**src/rtl/spt_pkg.sv**
```systemverilog
package spt_pkg;

    localparam int RangeW = 12;
    localparam int RegW   = 14;

    typedef enum logic [3:0] {
        K_TICK      = 4'd0,
        K_UP        = 4'd1,
        K_DOWN      = 4'd2,
        K_STOP      = 4'd3,
        K_STOP_TILT = 4'd4,
        K_GOTO      = 4'd5,
        K_SET_TILT  = 4'd6,
        K_TILT_UP   = 4'd7,
        K_TILT_DOWN = 4'd8,
        K_RESYNC    = 4'd9
    } kind_t;

    localparam logic [1:0] TILT_CLOSED = 2'd0;
    localparam logic [1:0] TILT_HALF   = 2'd1;
    localparam logic [1:0] TILT_OPEN   = 2'd2;
    localparam logic [1:0] TILT_UNSET  = 2'd3;

    localparam logic [2:0] REG_TRAVEL  = 3'd0;
    localparam logic [2:0] REG_TFULL   = 3'd1;
    localparam logic [2:0] REG_THALF   = 3'd2;
    localparam logic [2:0] REG_REVERSE = 3'd3;
    localparam logic [2:0] REG_TWAIT   = 3'd4;
    localparam logic [2:0] REG_STEP    = 3'd5;

    typedef struct packed {
        logic up;
        logic dn;
        logic jog_up;
        logic jog_dn;
        logic sync;
        logic tilting;
        logic jog_dir_up;
        logic reported;
        logic move_after;
    } flags_t;

    typedef struct packed {
        logic stop;
        logic tstop;
        logic sup;
        logic sdn;
    } events_t;

endpackage

```
**src/rtl/shade_position_tilt_controller_core.sv**
```systemverilog
// channel | dir | fields (tdata from bit 0)
// s_axis  | in  | kind[3:0], target_percent[10:4], tilt_value[12:11]
// m_axis  | out | drive_up, drive_down, report_valid, reached_percent[9:3],
//         |     | is_synced[10], tilt_target[12:11], stopped, tilt_stopped,
//         |     | started_up, started_down [16:13]
// cfg     | in  | cfg_we, cfg_addr, cfg_data
// one item per cycle; the full update is one combinational pass from state regs
// the result sits in an output register; a new item is taken while it is free
// or being drained in the same cycle
// reset puts state to its initial values and loads register defaults
module shade_position_tilt_controller_core
    import spt_pkg::*;
#(
    parameter int TIMER_BITS = 14
) (
    input  logic        clk,
    input  logic        rst_n,
    input  logic        cfg_we,
    input  logic [2:0]  cfg_addr,
    input  logic [13:0] cfg_data,
    input  logic        s_axis_tvalid,
    output logic        s_axis_tready,
    input  logic [15:0] s_axis_tdata,   // kind, target_percent, tilt_value
    output logic        m_axis_tvalid,
    input  logic        m_axis_tready,
    output logic [23:0] m_axis_tdata    // drive_up, drive_down, report_valid,
                                        // reached_percent, is_synced, tilt_target,
                                        // four events
);

    localparam logic [TIMER_BITS-1:0] TMAX = {TIMER_BITS{1'b1}};

    logic [7:0]      travel_reg;
    logic [RegW-1:0] tfull_reg, thalf_reg, rev_reg, twait_reg, step_reg;

    logic [RangeW-1:0] pos_reg, dpos_reg, ppos_reg;
    flags_t            fl_reg;
    logic [1:0]        dtilt_reg, ptilt_reg;
    logic [RegW-1:0]   run_len_reg;
    logic [TIMER_BITS-1:0] tel_reg [4];
    logic [3:0]        tf_reg;
    logic [6:0]        reached_reg;

    logic [RangeW-1:0] pos_next, dpos_next, ppos_next;
    flags_t            fl_next;
    logic [1:0]        dtilt_next, ptilt_next;
    logic [RegW-1:0]   run_len_next;
    logic [TIMER_BITS-1:0] tel_next [4];
    logic [3:0]        tf_next;
    logic [6:0]        reached_next;
    events_t           ev;
    logic              rep;
    logic [6:0]        pct;

    logic        out_valid_reg;
    logic [23:0] out_data_reg;
    logic        accept;

    assign s_axis_tready = !out_valid_reg || m_axis_tready;
    assign accept        = s_axis_tvalid && s_axis_tready;
    assign m_axis_tvalid = out_valid_reg;
    assign m_axis_tdata  = out_data_reg;

    logic [3:0] kind;
    logic [6:0] tgt;
    logic [1:0] tv;
    assign kind = s_axis_tdata[3:0];
    assign tgt  = s_axis_tdata[10:4];
    assign tv   = s_axis_tdata[12:11];

    logic [RangeW-1:0] range_w, quarter_w;
    assign range_w   = RangeW'({travel_reg, 3'b000}) + RangeW'({travel_reg, 1'b0});
    assign quarter_w = range_w >> 2;

    function automatic logic [RangeW-1:0] sec_of(input logic [2:0] k,
                                                 input logic [RangeW-1:0] r,
                                                 input logic [RangeW-1:0] q);
        logic [RangeW-1:0] v;
        begin
            case (k)
                3'd0:    v = '0;
                3'd1:    v = q;
                3'd2:    v = {q[RangeW-2:0], 1'b0};
                3'd3:    v = {q[RangeW-2:0], 1'b0} + q;
                default: v = r;
            endcase
            return v;
        end
    endfunction

    always_comb
    begin
        logic mu, md, fire, moving;
        logic [1:0] old_t, t, p;
        logic [1:0] diff;
        logic [2:0] k;
        logic [RangeW-1:0] tp;
        logic [RangeW-1:0] stop_pos;
        logic do_goto;
        logic call_set, call_stop, call_end, call_fup, call_fdn;
        pos_next     = pos_reg;
        dpos_next    = dpos_reg;
        ppos_next    = ppos_reg;
        fl_next      = fl_reg;
        dtilt_next   = dtilt_reg;
        ptilt_next   = ptilt_reg;
        run_len_next = run_len_reg;
        for (int i = 0; i < 4; i++)
        begin
            tel_next[i] = tel_reg[i];
        end
        tf_next      = tf_reg;
        reached_next = reached_reg;
        ev           = '0;
        rep          = 1'b0;
        pct          = '0;
        mu = 1'b0; md = 1'b0; fire = 1'b0; moving = 1'b0;
        old_t = '0; t = '0; p = '0; diff = '0; k = '0; tp = '0; do_goto = 1'b0;
        stop_pos = '0;
        call_set = 1'b0; call_stop = 1'b0; call_end = 1'b0;
        call_fup = 1'b0; call_fdn = 1'b0;

        case (kind)
            K_TICK:
            begin
                for (int i = 0; i < 4; i++)
                begin
                    if (tel_next[i] != TMAX)
                    begin
                        tel_next[i] = tel_next[i] + 1'b1;
                    end
                end
                if (32'(tel_next[0]) > 32'(rev_reg) && !tf_next[0])
                begin
                    tf_next[0] = 1'b1;
                    dpos_next  = ppos_next;
                end
                if (32'(tel_next[1]) > 32'(twait_reg) && !tf_next[1])
                begin
                    tf_next[1] = 1'b1;
                    fl_next.tilting = 1'b1;
                    if (fl_next.jog_dir_up)
                    begin
                        fl_next.jog_up = 1'b1;
                    end
                    else
                    begin
                        fl_next.jog_dn = 1'b1;
                    end
                    tel_next[2] = '0;
                    tf_next[2]  = 1'b0;
                end
                if (32'(tel_next[2]) > 32'(run_len_next) && !tf_next[2])
                begin
                    tf_next[2] = 1'b1;
                    call_stop  = 1'b1;
                end
                if (call_stop)
                begin
                    // tilt_stop; nested set_tilt sees tilting cleared
                    fl_next.up = 1'b0; fl_next.dn = 1'b0;
                    fl_next.jog_up = 1'b0; fl_next.jog_dn = 1'b0;
                    ev.tstop = 1'b1;
                    fl_next.tilting = 1'b0;
                    if (ptilt_next != TILT_UNSET)
                    begin
                        p = ptilt_next;
                        ptilt_next = TILT_UNSET;
                        old_t = dtilt_next;
                        dtilt_next = p;
                        if (old_t != p)
                        begin
                            if (pos_next == '0)
                            begin
                                ev.tstop = 1'b1;
                                if (fl_next.move_after)
                                begin
                                    tel_next[0] = '0; tf_next[0] = 1'b0;
                                    fl_next.move_after = 1'b0;
                                end
                            end
                            else
                            begin
                                diff = (p > old_t) ? p - old_t : old_t - p;
                                run_len_next = (diff == 2'd2) ? tfull_reg : thalf_reg;
                                fl_next.jog_dir_up = (p < old_t);
                                tel_next[1] = '0; tf_next[1] = 1'b0;
                            end
                        end
                    end
                    if (fl_next.move_after)
                    begin
                        tel_next[0] = '0; tf_next[0] = 1'b0;
                        fl_next.move_after = 1'b0;
                    end
                end
                if (32'(tel_next[3]) > 32'(step_reg) && !tf_next[3])
                begin
                    tf_next[3] = 1'b1;
                    fire = 1'b1;
                end
            end
            default: ;
        endcase

        // step_position
        call_stop = 1'b0;
        if (fire)
        begin
            mu = fl_next.up;
            md = fl_next.dn;
            if (!fl_next.sync)
            begin
                if (mu && pos_next != '0)
                begin
                    pos_next = pos_next - 1'b1; fl_next.reported = 1'b0;
                end
                else if (mu)
                begin
                    fl_next.sync = 1'b1; call_end = 1'b1; call_stop = 1'b1;
                    stop_pos = pos_next;
                end
                if (md && pos_next < range_w)
                begin
                    pos_next = pos_next + 1'b1; fl_next.reported = 1'b0;
                end
                else if (md && pos_next == range_w)
                begin
                    fl_next.sync = 1'b1; call_end = 1'b1; call_fdn = 1'b1;
                    stop_pos = pos_next;
                end
            end
            else if (!fl_next.tilting)
            begin
                if (pos_next > dpos_next)
                begin
                    if (!mu)
                    begin
                        fl_next.up = 1'b1; ev.sup = 1'b1;
                    end
                    pos_next = pos_next - 1'b1; fl_next.reported = 1'b0;
                end
                else if (mu && pos_next == dpos_next)
                begin
                    call_end = 1'b1;
                    stop_pos = pos_next;
                    if (pos_next != '0)
                    begin
                        call_fup = 1'b1;
                    end
                    else
                    begin
                        call_stop = 1'b1;
                    end
                end
                if (pos_next < dpos_next)
                begin
                    if (!md)
                    begin
                        fl_next.dn = 1'b1; ev.sdn = 1'b1;
                    end
                    pos_next = pos_next + 1'b1; fl_next.reported = 1'b0;
                end
                else if (md && pos_next == dpos_next)
                begin
                    call_end = 1'b1; call_fdn = 1'b1;
                    stop_pos = pos_next;
                end
            end
            if (call_end)
            begin
                fl_next.up = 1'b0; fl_next.dn = 1'b0;
                fl_next.jog_up = 1'b0; fl_next.jog_dn = 1'b0;
                ev.stop = 1'b1;
                fl_next.tilting = 1'b0;
                dpos_next = stop_pos;
            end
            if (call_stop)
            begin
                // only reached at position zero, the upper end, so a pending tilt never jogs
                ev.tstop = 1'b1;
                if (ptilt_next != TILT_UNSET)
                begin
                    p = ptilt_next;
                    ptilt_next = TILT_UNSET;
                    old_t = dtilt_next;
                    dtilt_next = p;
                end
                if (fl_next.move_after)
                begin
                    tel_next[0] = '0; tf_next[0] = 1'b0;
                    fl_next.move_after = 1'b0;
                end
            end
            if (call_fup)
            begin
                if (dtilt_next == TILT_OPEN)
                begin
                    run_len_next = tfull_reg; fl_next.jog_dir_up = 1'b0;
                    tel_next[1] = '0; tf_next[1] = 1'b0;
                end
                else if (dtilt_next == TILT_HALF)
                begin
                    run_len_next = thalf_reg; fl_next.jog_dir_up = 1'b0;
                    tel_next[1] = '0; tf_next[1] = 1'b0;
                end
            end
            if (call_fdn)
            begin
                if (dtilt_next == TILT_HALF)
                begin
                    run_len_next = thalf_reg; fl_next.jog_dir_up = 1'b1;
                    tel_next[1] = '0; tf_next[1] = 1'b0;
                end
                else if (dtilt_next == TILT_CLOSED)
                begin
                    run_len_next = tfull_reg; fl_next.jog_dir_up = 1'b1;
                    tel_next[1] = '0; tf_next[1] = 1'b0;
                end
            end
            tel_next[3] = '0;
            tf_next[3]  = 1'b0;
            if (fl_next.sync && !fl_next.reported)
            begin
                if (pos_next == '0)
                begin
                    rep = 1'b1; pct = 7'd0;
                end
                else if (pos_next == quarter_w)
                begin
                    rep = 1'b1; pct = 7'd25;
                end
                else if (pos_next == {quarter_w[RangeW-2:0], 1'b0})
                begin
                    rep = 1'b1; pct = 7'd50;
                end
                else if (pos_next == {quarter_w[RangeW-2:0], 1'b0} + quarter_w)
                begin
                    rep = 1'b1; pct = 7'd75;
                end
                else if (pos_next == range_w)
                begin
                    rep = 1'b1; pct = 7'd100;
                end
                if (rep)
                begin
                    reached_next = pct;
                    fl_next.reported = 1'b1;
                end
            end
        end

        // commands
        case (kind)
            K_UP:
            begin
                k = 3'd0; do_goto = 1'b1;
            end
            K_DOWN:
            begin
                k = 3'd4; do_goto = 1'b1;
            end
            K_GOTO:
            begin
                case (tgt)
                    7'd0:    begin k = 3'd0; do_goto = 1'b1; end
                    7'd25:   begin k = 3'd1; do_goto = 1'b1; end
                    7'd50:   begin k = 3'd2; do_goto = 1'b1; end
                    7'd75:   begin k = 3'd3; do_goto = 1'b1; end
                    7'd100:  begin k = 3'd4; do_goto = 1'b1; end
                    default: ;
                endcase
            end
            K_STOP, K_STOP_TILT:
            begin
                mu = fl_next.up; md = fl_next.dn;
                fl_next.up = 1'b0; fl_next.dn = 1'b0;
                fl_next.jog_up = 1'b0; fl_next.jog_dn = 1'b0;
                ev.stop = 1'b1;
                fl_next.tilting = 1'b0;
                dpos_next = pos_next;
                if (kind == K_STOP_TILT)
                begin
                    if (mu && (dtilt_next == TILT_OPEN || dtilt_next == TILT_HALF))
                    begin
                        run_len_next = (dtilt_next == TILT_OPEN) ? tfull_reg : thalf_reg;
                        fl_next.jog_dir_up = 1'b0;
                        tel_next[1] = '0; tf_next[1] = 1'b0;
                    end
                    if (md && (dtilt_next == TILT_HALF || dtilt_next == TILT_CLOSED))
                    begin
                        run_len_next = (dtilt_next == TILT_CLOSED) ? tfull_reg : thalf_reg;
                        fl_next.jog_dir_up = 1'b1;
                        tel_next[1] = '0; tf_next[1] = 1'b0;
                    end
                end
            end
            K_SET_TILT:
            begin
                if (tv != TILT_UNSET)
                begin
                    t = tv; call_set = 1'b1;
                end
            end
            K_TILT_UP:
            begin
                call_set = 1'b1;
                t = (dtilt_next == TILT_OPEN) ? TILT_HALF :
                    (dtilt_next == TILT_HALF) ? TILT_CLOSED : TILT_OPEN;
            end
            K_TILT_DOWN:
            begin
                call_set = 1'b1;
                t = (dtilt_next == TILT_OPEN) ? TILT_CLOSED :
                    (dtilt_next == TILT_CLOSED) ? TILT_HALF : TILT_OPEN;
            end
            K_RESYNC:
            begin
                fl_next.up = 1'b0; fl_next.dn = 1'b0;
                fl_next.jog_up = 1'b0; fl_next.jog_dn = 1'b0;
                fl_next.sync = 1'b0; fl_next.tilting = 1'b0;
                dtilt_next = TILT_HALF;
            end
            default: ;
        endcase

        if (do_goto)
        begin
            tp = sec_of(k, range_w, quarter_w);
            if (fl_next.dn && pos_next <= tp)
            begin
                dpos_next = tp;
            end
            else if (fl_next.dn)
            begin
                ppos_next = tp; tel_next[0] = '0; tf_next[0] = 1'b0;
                fl_next.dn = 1'b0; fl_next.jog_dn = 1'b0; dpos_next = pos_next;
            end
            else if (fl_next.up && pos_next <= tp)
            begin
                ppos_next = tp; tel_next[0] = '0; tf_next[0] = 1'b0;
                fl_next.up = 1'b0; fl_next.jog_up = 1'b0; dpos_next = pos_next;
            end
            else if (fl_next.up || !fl_next.tilting)
            begin
                dpos_next = tp;
            end
            else
            begin
                ppos_next = tp; fl_next.move_after = 1'b1;
            end
            if (kind == K_UP && !fl_next.sync)
            begin
                pos_next = range_w; fl_next.up = 1'b1; ev.sup = 1'b1;
            end
            if (kind == K_DOWN && !fl_next.sync)
            begin
                pos_next = '0; fl_next.dn = 1'b1; ev.sdn = 1'b1;
            end
        end

        if (call_set)
        begin
            if (fl_next.tilting)
            begin
                ptilt_next = t;
            end
            else
            begin
                old_t = dtilt_next;
                dtilt_next = t;
                moving = fl_next.up || fl_next.dn;
                if (old_t != t && !moving)
                begin
                    if (pos_next == '0)
                    begin
                        fl_next.up = 1'b0; fl_next.dn = 1'b0;
                        fl_next.jog_up = 1'b0; fl_next.jog_dn = 1'b0;
                        ev.tstop = 1'b1;
                        fl_next.tilting = 1'b0;
                        if (fl_next.move_after)
                        begin
                            tel_next[0] = '0; tf_next[0] = 1'b0;
                            fl_next.move_after = 1'b0;
                        end
                    end
                    else
                    begin
                        diff = (t > old_t) ? t - old_t : old_t - t;
                        run_len_next = (diff == 2'd2) ? tfull_reg : thalf_reg;
                        fl_next.jog_dir_up = (t < old_t);
                        tel_next[1] = '0; tf_next[1] = 1'b0;
                    end
                end
            end
        end
    end

    always_ff @(posedge clk or negedge rst_n)
    begin
        if (!rst_n)
        begin
            travel_reg <= 8'd30;
            tfull_reg  <= RegW'(1000);
            thalf_reg  <= RegW'(500);
            rev_reg    <= RegW'(300);
            twait_reg  <= RegW'(500);
            step_reg   <= RegW'(100);
        end
        else if (cfg_we)
        begin
            case (cfg_addr)
                REG_TRAVEL:  travel_reg <= cfg_data[7:0];
                REG_TFULL:   tfull_reg  <= cfg_data;
                REG_THALF:   thalf_reg  <= cfg_data;
                REG_REVERSE: rev_reg    <= cfg_data;
                REG_TWAIT:   twait_reg  <= cfg_data;
                REG_STEP:    step_reg   <= cfg_data;
                default: ;
            endcase
        end
    end

    always_ff @(posedge clk or negedge rst_n)
    begin
        if (!rst_n)
        begin
            pos_reg       <= '0;
            dpos_reg      <= '0;
            ppos_reg      <= '0;
            fl_reg        <= '0;
            dtilt_reg     <= TILT_HALF;
            ptilt_reg     <= TILT_UNSET;
            run_len_reg   <= RegW'(500);
            for (int i = 0; i < 4; i++)
            begin
                tel_reg[i] <= '0;
            end
            tf_reg        <= 4'b0111;
            reached_reg   <= '0;
            out_valid_reg <= 1'b0;
            out_data_reg  <= '0;
        end
        else
        begin
            if (m_axis_tready)
            begin
                out_valid_reg <= 1'b0;
            end
            if (accept)
            begin
                pos_reg       <= pos_next;
                dpos_reg      <= dpos_next;
                ppos_reg      <= ppos_next;
                fl_reg        <= fl_next;
                dtilt_reg     <= dtilt_next;
                ptilt_reg     <= ptilt_next;
                run_len_reg   <= run_len_next;
                for (int i = 0; i < 4; i++)
                begin
                    tel_reg[i] <= tel_next[i];
                end
                tf_reg        <= tf_next;
                reached_reg   <= reached_next;
                out_valid_reg <= 1'b1;
                out_data_reg  <= {7'd0, ev.sdn, ev.sup, ev.tstop, ev.stop, dtilt_next,
                                  fl_next.sync, pct, rep,
                                  fl_next.dn || fl_next.jog_dn,
                                  fl_next.up || fl_next.jog_up};
            end
        end
    end

endmodule
```
**config.mk**
```make
export PLATFORM = sky130hd
export DESIGN_NAME = shade_position_tilt_controller_core
export DESIGN_NICKNAME = d
export VERILOG_FILES = /design/src/rtl/spt_pkg.sv /design/src/rtl/shade_position_tilt_controller_core.sv
export SDC_FILE = /design/constraint.sdc
export NUM_CORES = 1
export LEC_CHECK = 0
export ABC_AREA = 1
export CAP_MARGIN = 20
export CORE_ASPECT_RATIO = 1.1
export CORE_MARGIN = 4
export CORE_UTILIZATION = 35
export CTS_CLUSTER_DIAMETER = 40
export DETAILED_ROUTE_END_ITERATION = 10
export DONT_BUFFER_PORTS = 1
export SLEW_MARGIN = 20
export SYNTH_ARGS = -nofsm -noshare
export SYNTH_HDL_FRONTEND = slang
export SYNTH_SLANG_ARGS = --single-unit
```
**constraint.sdc**
```tcl
create_clock -name clk -period 8.86 [get_ports clk]
set_input_delay 0.886 -clock clk [delete_from_list [all_inputs] [get_ports clk]]
set_output_delay 0.886 -clock clk [all_outputs]
set_load 0.05 [all_outputs]
```
==> metrics.txt <==
TritonCTS buffer count 47; Port Buf Inserts 0; Synth area leader dfrtp_1; Vias/cell 5.24; reg2reg setup slack -230 ps; share of cells above drive strength 1 21.0%; most common flop cell mapped by yosys dfrtp_1; # H-tree levels 2; RSZ-0062 raised after global routing yes; worst-path maximum fanout 7; sequential element share of the synthesized area 27.6%; fmax 110 MHz; CTS tree built; DR vias between 20000 and 25000; Critical Path Source Type register; Period minus WS final 9090 ps; # IOs between 60 and 70; cell count after synthesis ~3000; Power Dens Cells 294 mW/mm²; GRT Util Overall roughly 23%; synthesized flop and latch total between 200 and 250; crit share post-route 103%; max reg flops 56; CP max-delay cell dfrtp_1; switching share of power 44.0%; initial core utilization about 35%; total wire length between 70000 and 80000 µm; DR WL/cell ~18 µm; Crit Path Class register to register; Leak between 10 and 15 nW; Async S/R FF share, synth 100%; Synth Cell Area 0.0198 mm²; reg2reg end tel_reg[31]$_DFFE_PN0P_; die height around 260 µm; total negative setup slack -10480 ps; worst clock skew around 34 ps; net load switching power 3.29 mW; Yosys top cell area share between 20% and 30%; root buf cell clkbuf_16; min-delay worst type input port to asynchronous set/reset pin; combinational power share 54.8%; 1st-iter DRT viols 1738; DIE AREA 0.0605 mm²; # rows 91; initial antenna violation count 1; Critical Path Max Stage Delay 400 ps; clock sinks 216; hpwl dp 50300 µm; largest net degree at the start of global routing 87; Remaining Overflow, GRT 0; clock power share 25.4%; failing checks negative setup slack; maximum vdd drop 209 µV; Design Area, Final 0.0254 mm²; Int Power 4.18 mW; worst slew pin tran between 1000 and 1500 ps; Ant. Diodes 0; placed instance count 3881; R2R Path Start tel_reg[43]$_DFFE_PN0P_; Worst Path Arrival 9520 ps; Tot Pwr 7.47 mW; DRC Markers 0; Critical Path End Type register; top post-synthesis cells by area dfrtp_1 (22%), nand2_1 (15%), ha_1 (8.5%); reg2reg path depth 70; DP Area 0.0222 mm²; top-count cell post-synth nand2_1; synth warn 0; outcome complete, but fails checks; Die Wd 235 µm; vias in the first global route 19900; Post-synth EDFFs 0; synthesized area per cell 6.61 µm²; setup slack after layout -232 ps; power share of the sequential group 19.8%; Critical Path RT 9290 ps; Layout area overhead 28.2%; Cell Count, Final, Fillers Out roughly 4000; Netlist cell types a little under 70; Clock Latency Late Sink 590 ps; post-route ant nets 0; Nets 3415; Worst-path clk slew 50 ps; Bufs on Longest Clock Path 3; global-route wire length before repair 110000 µm; drt first pass iters 6; routability cong. 0.942; top cells by count, synth nand2_1 (801), inv_1 (412), o21ai_0 (321), nor2_1 (190), nand3_1 (188); max-slew violation count 0; Final setup viols between 70 and 80; slew margin rel. 26.8%; Placeable Area 0.0560 mm²; Final Hold Viols 0; maxcap violations 0
[worst max-delay path, delay by kind of cell, from the launching register on]
family | cells | cell delay [ps]
xor gates and xnor gates | 1 | 180
AOI/OAI and AO/OA | 12 | 1510
and+or+nand+nor | 33 | 3440
buffers and inverters | 18 | 1940
muxes | 1 | 290
DFF | 1 | 400
adders and majority gates | 5 | 1130
[power by group through the flow]
stage / Clock, mW / Combinational [mW] / Sequential, mW
after CTS: 1.93 / 3.76 / 1.47
after detailed placement: 0 / 3.54 / 1.47
after floorplan: 0 / 2.40 / 1.39
final: 1.89 / 4.10 / 1.48
after global routing: 1.98 / 4.57 / 1.51
after global placement: 0 / 3.52 / 1.47
[cell type report]
type / instances / area, µm²
Clock buffer: 57 / 1260
Timing Repair Buffer: 303 / 2550
Sequential cell: 216 / 5460
Clock inverter: 31 / 454
Inverter: 427 / 1600
Multi-Input combinational cell: 2244 / 13100
Tap cell: 744 / 931
Fill cell: 5814 / 30600
[placed cells by master (no fill, tap or decap), types with 9 or more instances in the layout]
cell,instances
dfrtp_1,175
nand4_1,45
nand2_1,764
xor2_1,46
o21bai_1,11
nor2_1,173
nand2_2,48
nand2_4,14
o2111ai_1,12
nand3_1,170
nor2_2,17
buf_4,274
ha_4,16
o22ai_1,26
o211ai_1,33
nand3_2,30
buf_12,12
clkbuf_16,48
nor2_4,17
nor3_1,27
o21ai_2,29
a31oi_1,13
o21ai_1,28
inv_1,392
buf_6,9
a21oi_1,142
o21ai_0,304
xnor2_1,10
inv_2,30
ha_1,118
nor4_1,10
dfstp_2,41
a22oi_1,14
[stage by stage]
step / utilization (%) / hold slack (ps) / worst slack, ps
global route: 45.3 / 7.52 / -757
CTS: 44.1 / 1.78 / -99.6
finish: 45.3 / 47.2 / -232
floorplan: - / 430 / 0.341
detailed placement: 39.6 / 369 / -660
global placement: 39.6 / 367 / -520
[per-layer routing]
layer	track usage (%)	share of wire, %	vias to the layer above
li1	-	-	10400
met1	28.9	42	9783
met2	37.4	46	708
met3	2.98	6.3	167
met4	11.0	5.5	0
met5	0	0	-
[what timing repair did]
item / in CTS / in global routing
pin swaps: 26 / 65
hold buffers: 6 / 0
endpoints found under the hold margin: 56 / 0
buffers inserted: 25 / 18
setup endpoints to repair: 77 / 78
gates resized for setup: 102 / 125
cloned: 3 / 1
[worst max-delay path by stage]
stage / cells after the start / endpoint / slack [ps] / start
after floorplan: 71 / tel_reg[43]$_DFFE_PN0P_ / 0.3 / tel_reg[48]$_DFFE_PN0P_
after global placement: 69 / tel_reg[38]$_DFFE_PN0P_ / -520 / tel_reg[28]$_DFFE_PN0P_
after detailed placement: 73 / tel_reg[30]$_DFFE_PN0P_ / -660 / tel_reg[49]$_DFFE_PN0P_
after CTS: 73 / run_len_reg[10]$_DFFE_PN0P_ / -100 / tel_reg[47]$_DFFE_PN0P_
after global routing: 71 / run_len_reg[9]$_DFFE_PN0P_ / -760 / tel_reg[43]$_DFFE_PN0P_
final: 70 / tel_reg[31]$_DFFE_PN0P_ / -230 / tel_reg[43]$_DFFE_PN0P_
[cells by family (layout without fill, tap and decap cells)]
kind of cell	Yosys count	count (layout)	share of synthesized area (%)
xor gates and xnor gates	58	58	2.57
and+or+nand+nor	1356	1357	30.0
AOI/OAI and AO/OA	672	672	19.5
adders and majority gates	138	138	8.83
buffers and inverters	542	818	10.9
muxes	12	12	0.607
DFF	216	216	27.6
other	1	7	0.0189
No activity file was read; power rests on OpenSTA's default activity.
